File: src/hdl/rhc_pkg.sv
// ----------------------------------------------------------------------------
// rhc_pkg
// Shared widths and pipeline payload types of the RGB to HSV converter.
// ----------------------------------------------------------------------------
package rhc_pkg;

  localparam int SAMPLE_BITS = 10;
  localparam int SUM_W       = SAMPLE_BITS + 2;
  localparam int QW          = 12;                 // quotient bits, one per cell
  localparam int HUE_NW      = SAMPLE_BITS + 12;   // hue numerator < 3600*d
  localparam int DIV_W       = SAMPLE_BITS + 21;   // remainder/divisor width
  localparam int NLANE       = 3;

  localparam int LANE_HUE = 0;
  localparam int LANE_SAT = 1;
  localparam int LANE_VAL = 2;

  typedef struct packed {
    logic [DIV_W-1:0] rem;
    logic [DIV_W-1:0] dvs;
    logic [QW-1:0]    q;
  } lane_t;

  typedef struct packed {
    logic                   valid;
    lane_t [NLANE-1:0]      lane;
  } stage_t;

endpackage

File: src/hdl/rgb_to_hsv_converter.sv
// ----------------------------------------------------------------------------
// rgb_to_hsv_converter
// Raw RGB to HSV in tenths, one sample per clock unless out_stall holds it.
// ----------------------------------------------------------------------------
// Takes one sample per clock while not stalled, through 13 register stages:
// one setup stage (max/min, sector, dividends) followed by a chain of 12
// divider cells, each producing one quotient bit of the hue, saturation and
// value quotients. A result passes the setup register, then each cell in
// turn; the last cell is the output register. The whole chain holds while a
// result waits under out_stall, so in_stall follows out_stall only then.
module rgb_to_hsv_converter (
  input  logic                            clk,
  input  logic                            rst,
  input  logic                            in_valid,
  output logic                            in_stall,
  input  logic [rhc_pkg::SAMPLE_BITS-1:0] red_sample,
  input  logic [rhc_pkg::SAMPLE_BITS-1:0] green_sample,
  input  logic [rhc_pkg::SAMPLE_BITS-1:0] blue_sample,
  output logic                            out_valid,
  input  logic                            out_stall,
  output logic [11:0]                     hue_tenths,
  output logic [9:0]                      saturation_tenths,
  output logic [9:0]                      value_tenths
);

  rhc_pkg::stage_t st [rhc_pkg::QW+1];
  logic en;

  assign en       = !(st[rhc_pkg::QW].valid && out_stall);
  assign in_stall = !en;

  rhc_front u_front (
    .clk(clk), .rst(rst), .en(en), .in_valid(in_valid),
    .r(red_sample), .g(green_sample), .b(blue_sample), .st(st[0])
  );

  for (genvar i = 0; i < rhc_pkg::QW; i++) begin : g_cell
    rhc_cell u_cell (
      .clk(clk), .rst(rst), .en(en), .din(st[i]), .dout(st[i+1])
    );
  end

  assign out_valid         = st[rhc_pkg::QW].valid;
  assign hue_tenths        = st[rhc_pkg::QW].lane[rhc_pkg::LANE_HUE].q[11:0];
  assign saturation_tenths = st[rhc_pkg::QW].lane[rhc_pkg::LANE_SAT].q[9:0];
  assign value_tenths      = st[rhc_pkg::QW].lane[rhc_pkg::LANE_VAL].q[9:0];

endmodule

File: src/hdl/rhc_front.sv
// ----------------------------------------------------------------------------
// rhc_front
// Max/min, sector select and dividend/divisor setup for the divider chain.
// ----------------------------------------------------------------------------
module rhc_front (
  input  logic                            clk,
  input  logic                            rst,
  input  logic                            en,
  input  logic                            in_valid,
  input  logic [rhc_pkg::SAMPLE_BITS-1:0] r,
  input  logic [rhc_pkg::SAMPLE_BITS-1:0] g,
  input  logic [rhc_pkg::SAMPLE_BITS-1:0] b,
  output rhc_pkg::stage_t                 st
);

  localparam int SW = rhc_pkg::SAMPLE_BITS;
  localparam int HW = rhc_pkg::HUE_NW;
  localparam int DW = rhc_pkg::DIV_W;

  logic [SW-1:0]  mx, mn, d, op_a, op_c;
  logic [rhc_pkg::SUM_W-1:0] sum;
  logic [HW-1:0]  base, wrap, dlt, hue_num;
  logic [DW-1:0]  hue_dvs, sat_dvs, val_dvs, sat_num, val_num;
  rhc_pkg::stage_t st_next;

  always_comb begin
    sum = rhc_pkg::SUM_W'(r) + rhc_pkg::SUM_W'(g) + rhc_pkg::SUM_W'(b);
    mx = r;
    if (g > mx) mx = g;
    if (b > mx) mx = b;
    mn = r;
    if (g < mn) mn = g;
    if (b < mn) mn = b;
    d = mx - mn;

    // sector: red wins ties, then green
    if (mx == r) begin
      op_a = g; op_c = b; base = '0;
    end else if (mx == g) begin
      op_a = b; op_c = r; base = HW'(d) * HW'(1200);
    end else begin
      op_a = r; op_c = g; base = HW'(d) * HW'(2400);
    end
    wrap = (mx == r) ? HW'(d) * HW'(3600) : base;
    if (op_a >= op_c) begin
      dlt = HW'(op_a - op_c) * HW'(600);
      hue_num = base + dlt;
    end else begin
      dlt = HW'(op_c - op_a) * HW'(600);
      hue_num = wrap - dlt;
    end

    sat_num = DW'(d) * DW'(1000);
    val_num = DW'(mx) * DW'(255000);

    // gray and all-zero samples divide zero by one
    if (d == '0) begin
      hue_num = '0;
      sat_num = '0;
      hue_dvs = DW'(1) << (rhc_pkg::QW - 1);
      sat_dvs = DW'(1) << (rhc_pkg::QW - 1);
    end else begin
      hue_dvs = DW'(d) << (rhc_pkg::QW - 1);
      sat_dvs = DW'(mx) << (rhc_pkg::QW - 1);
    end
    if (sum == '0) begin
      val_num = '0;
      val_dvs = DW'(1) << (rhc_pkg::QW - 1);
    end else begin
      val_dvs = (DW'(sum) << 8) << (rhc_pkg::QW - 1);
    end

    st_next.valid = in_valid;
    st_next.lane[rhc_pkg::LANE_HUE].rem = DW'(hue_num);
    st_next.lane[rhc_pkg::LANE_HUE].dvs = hue_dvs;
    st_next.lane[rhc_pkg::LANE_HUE].q   = '0;
    st_next.lane[rhc_pkg::LANE_SAT].rem = sat_num;
    st_next.lane[rhc_pkg::LANE_SAT].dvs = sat_dvs;
    st_next.lane[rhc_pkg::LANE_SAT].q   = '0;
    st_next.lane[rhc_pkg::LANE_VAL].rem = val_num;
    st_next.lane[rhc_pkg::LANE_VAL].dvs = val_dvs;
    st_next.lane[rhc_pkg::LANE_VAL].q   = '0;
  end

  always_ff @(posedge clk) begin
    if (en) st.lane <= st_next.lane;
    if (rst) st.valid <= 1'b0;
    else if (en) st.valid <= st_next.valid;
  end

endmodule

File: src/hdl/rhc_cell.sv
// ----------------------------------------------------------------------------
// rhc_cell
// One restoring-division step for all three lanes: one quotient bit each.
// ----------------------------------------------------------------------------
module rhc_cell (
  input  logic            clk,
  input  logic            rst,
  input  logic            en,
  input  rhc_pkg::stage_t din,
  output rhc_pkg::stage_t dout
);

  rhc_pkg::stage_t dout_next;

  always_comb begin
    dout_next = din;
    for (int i = 0; i < rhc_pkg::NLANE; i++) begin
      if (din.lane[i].rem >= din.lane[i].dvs) begin
        dout_next.lane[i].rem = din.lane[i].rem - din.lane[i].dvs;
        dout_next.lane[i].q   = {din.lane[i].q[rhc_pkg::QW-2:0], 1'b1};
      end else begin
        dout_next.lane[i].q   = {din.lane[i].q[rhc_pkg::QW-2:0], 1'b0};
      end
      dout_next.lane[i].dvs = din.lane[i].dvs >> 1;
    end
  end

  always_ff @(posedge clk) begin
    if (en) dout.lane <= dout_next.lane;
    if (rst) dout.valid <= 1'b0;
    else if (en) dout.valid <= dout_next.valid;
  end

endmodule

File: config.mk
export PLATFORM = sky130hd
export DESIGN_NAME = rgb_to_hsv_converter
export DESIGN_NICKNAME = d
export VERILOG_FILES = /design/src/hdl/rhc_pkg.sv /design/src/hdl/rgb_to_hsv_converter.sv /design/src/hdl/rhc_front.sv /design/src/hdl/rhc_cell.sv
export SDC_FILE = /design/constraint.sdc
export NUM_CORES = 2
export LEC_CHECK = 0
export BUFFER_PORTS_ARGS = -buffer_cell sky130_fd_sc_hd__buf_2
export CORE_ASPECT_RATIO = 1.2
export CORE_MARGIN = 2
export CORE_UTILIZATION = 44
export CTS_BUF_LIST = sky130_fd_sc_hd__clkbuf_16
export CTS_CLUSTER_SIZE = 30
export DETAILED_ROUTE_END_ITERATION = 8
export GPL_ROUTABILITY_DRIVEN = 0
export SLEW_MARGIN = 20
export SYNTH_ARGS = -nofsm -noshare
export SYNTH_HDL_FRONTEND = slang
export SYNTH_SLANG_ARGS = --single-unit
File: constraint.sdc
create_clock -name clk -period 90.9 [get_ports clk]
set_clock_uncertainty 0.1 [all_clocks]
set_input_delay 13.635 -clock clk [delete_from_list [all_inputs] [get_ports clk]]
set_output_delay 13.635 -clock clk [all_outputs]
set_load 0.1 [all_outputs]
Yosys cells after proc, flatten, opt, wreduce, memory -nomap -nowiden
Index checks and enable logic that the tools add are counted.
{"block": "word_totals", "register_bits": 2226, "latchBits": 0, "ram_bits": 0, "romBits": 0, "inputBits": 34, "out_inout_bits": 34, "wordCells": 294, "memories": 0}
{"block": "op_classes", "add_sub_neg": 40, "multipliers": 7, "div_mod_pow": 0, "order_cmp": 41, "n_eq_ne": 2, "n_shift": 0, "muxes": 78, "n_bitwise": 0, "n_reduce_logical": 3}
{"op": "$mux 31", "count": 32}
{"op": "$mux 22", "count": 5}
{"op": "$ge 31x20->1", "count": 3}
{"op": "$ge 31x21->1", "count": 3}
{"op": "$ge 31x22->1", "count": 3}
{"op": "$ge 31x23->1", "count": 3}
{"op": "$ge 31x24->1", "count": 3}
{"op": "$ge 31x25->1", "count": 3}
{"op": "$ge 31x26->1", "count": 3}
{"op": "$ge 31x27->1", "count": 3}
{"op": "$ge 31x28->1", "count": 3}
{"op": "$ge 31x29->1", "count": 3}
{"op": "$ge 31x30->1", "count": 3}
{"op": "$sub 31x21->31", "count": 3}
{"op": "$sub 31x22->31", "count": 3}
{"op": "$sub 31x23->31", "count": 3}
{"op": "$sub 31x24->31", "count": 3}
{"op": "$sub 31x25->31", "count": 3}
{"op": "$sub 31x26->31", "count": 3}
{"op": "$sub 31x27->31", "count": 3}
{"op": "$sub 31x28->31", "count": 3}
{"op": "$sub 31x29->31", "count": 3}
{"op": "$sub 31x30->31", "count": 3}
{"op": "$mux 10", "count": 8}
{"op": "23 further kinds", "count": 63}

Depth between registers and ports, before layout
{"block": "depth", "ltp_word": 11, "depth_mapped": 57}

Modules after synthesis
Synthesis repeated with hierarchy kept, for this count alone.
{"block": "unflattened", "hier_cells": 16375, "hier_area_um2": 174238.4}
{"module": "rhc_cell (g_cell[5].u_cell ...)", "n_inst": 5, "cells_each": 1170, "area_per_inst_um2": 12804.8}
{"module": "rhc_cell (g_cell[1].u_cell ...)", "n_inst": 3, "cells_each": 1204, "area_per_inst_um2": 12917.4}
{"module": "rhc_front", "n_inst": 1, "cells_each": 2141, "area_per_inst_um2": 19014.5}
{"module": "rhc_cell (g_cell[4].u_cell)", "n_inst": 1, "cells_each": 1189, "area_per_inst_um2": 13320.3}
{"module": "rhc_cell (g_cell[11].u_cell)", "n_inst": 1, "cells_each": 1198, "area_per_inst_um2": 13121.3}
{"module": "rhc_cell (g_cell[0].u_cell)", "n_inst": 1, "cells_each": 1206, "area_per_inst_um2": 13082.5}
{"module": "rhc_cell (g_cell[10].u_cell)", "n_inst": 1, "cells_each": 1177, "area_per_inst_um2": 12913.6}
{"module": "rgb_to_hsv_converter", "n_inst": 1, "cells_each": 2, "area_per_inst_um2": 10.0}

Worst setup path before layout
Ideal clock, no wire load.
{"block": "synth_timing", "kind": "input to register", "start": "input out_stall", "end": "register g_cell[0].u_cell.dout[0] (netlist bit) (enable)", "setup_ns": 2.541, "arrival_time_ns": 55.992, "t_required_ns": 88.259, "slack_ns": 32.267, "cell_stages": 2, "path_buffers": 1, "cell_sequence": "nand2_1 clkbuf_1"}
{"block": "synth_between", "elab_chain_cells": 1}
{"element": "start, declared", "line_no": "rgb_to_hsv_converter.sv:20", "rtl": "input logic out_stall,"}
{"element": "$logic_and 1x1->1", "line_no": "rgb_to_hsv_converter.sv:29", "rtl": "assign en = !(st[rhc_pkg::QW].valid && out_stall);"}
{"element": "end, declared", "line_no": "rhc_cell.sv:10", "rtl": "output rhc_pkg::stage_t dout"}
No other way between the ends.
A chain may end at the register's enable or synchronous reset.

Worst setup path after layout
{"block": "layout_timing", "start": "input out_stall", "end": "output in_stall"}
{"block": "layout_between", "elab_chain_cells": 1}
{"element": "$logic_and 1x1->1", "line_no": "rgb_to_hsv_converter.sv:29"}
{"element": "end, declared", "line_no": "rgb_to_hsv_converter.sv:15", "rtl": "output logic in_stall,"}
No other way between the ends.

==> impl_metrics.csv <==
group,metric,value,unit
sta,hold_slack,307,ps
drt,num_vias,57100,
sta,rsz0062_at_grt,"false",
floorplanning,die_y,504,um
critical_path,cp_slowest_cell,"buf_2",
clock_network,clk_root_buffer_cell,"clkbuf_16",
sta,relSlewSlack,0.171,
flow_run,drv_cap,0,
sta,tightest_slew,1230,ps
place,placed_area,0.0954,mm^2
sta,layout_min_cycle_time,28780,ps
critical_path,required,77160,ps
floorplanning,row_count,183,
critical_path,path_max_fanout,36,
clock_network,clk_path_buf_depth,3,
drt,route.met2.wl,88.6,mm
synth,async_reset_ff_frac,0,
clock_network,cts_buffers,161,
global_routing,grt_pass1_wl,283,mm
clock_network,cts_tree,"yes",
floorplanning,die_area,0.212,mm^2
synth,ys.warnings.count,0,
drt,wl_met3,4.87,mm
synth,ys_types,94,
drt,wl_per_cell,15.1,um
finish,syn2layout_area_growth,9.63,%
critical_path,worst_setup_path_start_kind,"input pin",
global_routing,antenna_found_initial,2,
drt,firstDrtPassIters,9,
critical_path,cp_data_arrival_time,15050,ps
clock_network,htreeDepth,4,
sta,hold_violations,0,
synth,synth_commonest_cells,"1567 x edfxtp_1, 993 x inv_1, 778 x ha_1",
clock_network,cts.reportedPaths.clkPinSlew,60,ps
global_routing,grt_max_degree,195,
critical_path,criticalPathCategory,"input pin to output port",
clock_network,post_cts_buffers,0,
finish,drive_gt1_frac,0.0553,
synth,ys_seq_elements,1580,
floorplanning,ios,68,
floorplanning,start_util,0.443,
floorplanning,die_w,421,um
finish,final_area,0.101,mm^2
floorplanning,core,0.207,mm^2
synth,synth_area,0.0917,mm^2
synth,synth_cells,8177,
synth,yosysSeqAreaShare,0.516,
global_routing,overflow,0,
clock_network,cts.repair.resized,0,
finish,multi_input_area,0.0401,mm^2
finish,ff_latch_area,0.0473,mm^2
sta,fin_tns_setup,0,ps
run_status,status,"finished with violations",
clock_network,cts.sinks,1580,
drt,routed_wl,170,mm
sta,setup_viol,0,
drt,top_layer,"met4",
place,hpwl,132,mm
sta,fin_crit_sh,0.317,
global_routing,grtUsageTotal,0.162,
sta,slew_viol_final,0,
synth,postSynthAreaPerCell,11.2,um^2
finish,nNetsFinal,9263,
drt,wl_met1,68.3,mm
clock_network,clkLatencyLatePin,800,ps
drt,first_iter_violations,2507,
synth,synth_most_common_cell,"edfxtp_1",
drt,drc,2,
global_routing,grt_pass1_vias,58400,
place,port-buffer-count,67,
critical_path,slowest_delay,520,ps
synth,synth_nets,9133,
critical_path,path_cells,"buf_2 > nand2_4 > inv_1 > buf_2",
critical_path,end_kind,"output port",
synth,yosysTopAreaCellShare,0.513,
drt,vias_per_cell,5.09,
sta,max_freq,0.0347,GHz
synth,synth_edf_count,1567,
run_status,violations,"DRC",
finish,nFillCells,18200,
critical_path,timing.critical_path.mode_cell,"buf_2",
drt,ant_nets,0,
synth,synth_ff_type,"edfxtp_1",
synth,synth_top_area_cell,"edfxtp_1",
synth,ys_top_cells_by_area,"edfxtp_1 51%, ha_1 11%, inv_1 4.1%",
worst_hold_path,min_path_type,"register to register",
clock_network,ctsHoldBuffers,0,
[cell usage in the layout (no fill, tap or decap), drive strengths merged, types with 13 or more instances in the layout]
cell type  synthesis  routed
a211oi            18      18
buf               33     112
nand2b           139     139
ha               778     778
a21boi            88      88
mux2i             42      42
nand2            560     560
o21bai            52      52
o211ai            13      13
nor4b             16      16
or2               26      26
o31ai             85      85
xnor2            402     402
nor3             190     190
a21oi            447     447
dfxtp             13      13
xor2             345     345
clkinvlp           0      13
mux2              39      39
nor3b             14      14
and2              28      28
o21a              73      73
or4               62      62
nor4             116     116
nand3b            27      27
fa               144     144
o21ai            401     401
clkinv             1      76
clkbuf           112     164
a21o             161     161
or3               61      61
edfxtp          1567    1567
nor2             654     654
nand4             73      73
a31oi             29      29
nand4b            21      21
nor2b             84      84
nand3            106     106
inv              997    1034
and3              32      32
[worst max-delay path: cells and delay by family]
family	cells	cell delay (ps)
and+or+nand+nor	1	290
buffers and inverters	3	1110
[sequential cells by signal, indices dropped and copies added (netlist names)]
name	cells
g_cell.u_cell.dout	1486
u_front.st	94
[final timing paths]
kind / startpoint / end / slack, ps / cells past startpoint
setup / recovery: out_stall / in_stall / 62120 / 4
hold / removal: g_cell[7].u_cell.dout[7] / g_cell[8].u_cell.dout[8] / 310 / 0
hold reg to reg: g_cell[7].u_cell.dout[7] / g_cell[8].u_cell.dout[8] / 310 / 0
setup reg to reg: g_cell[11].u_cell.dout[222] / u_front.st[62] / 84790 / 7
[routing by layer]
metal,GRT usage,vias to the layer above
li1,-,29300
met3,0.0208,406
met2,0.301,874
met5,0,-
met1,0.181,26600
met4,0.0736,0
[per-stage QoR]
| stage | setup WS, ps | instances | utilization |
|---|---|---|---|
| floorplan | 32270 | 8177 | - |
| CTS | 62100 | 11200 | 0.485 |
| global placement | 62090 | 10900 | 0.460 |
| finish | 62120 | 11200 | 0.485 |
| global route | 62020 | 11200 | 0.485 |
| detailed placement | 62100 | 10900 | 0.460 |
[final cells by class]
cell class,instances,share of cell area
flip-flops and latches,1580,0.471
repair buffers,112,0.00734
diodes,1,0.0000249
inverters,998,0.0373
multi-input cells,5454,0.399
clock buffers,164,0.0408
clock inverters,133,0.0102
well taps,2775,0.0345
[cells by family after synthesis]
group                    Yosys count  synth area share
flip-flops                      1580             0.516
adder cells (fa/ha/maj)          922             0.138
AND/OR/NAND/NOR                 2238             0.119
buffers and inverters           1143            0.0473
XOR/XNOR                         747            0.0713
multiplexers                      81           0.00941
AO/OA/AOI/OAI                   1466            0.0991
Power is not shown: default switching activity piles up to over one toggle a cycle in this logic, so the estimate is an artifact.
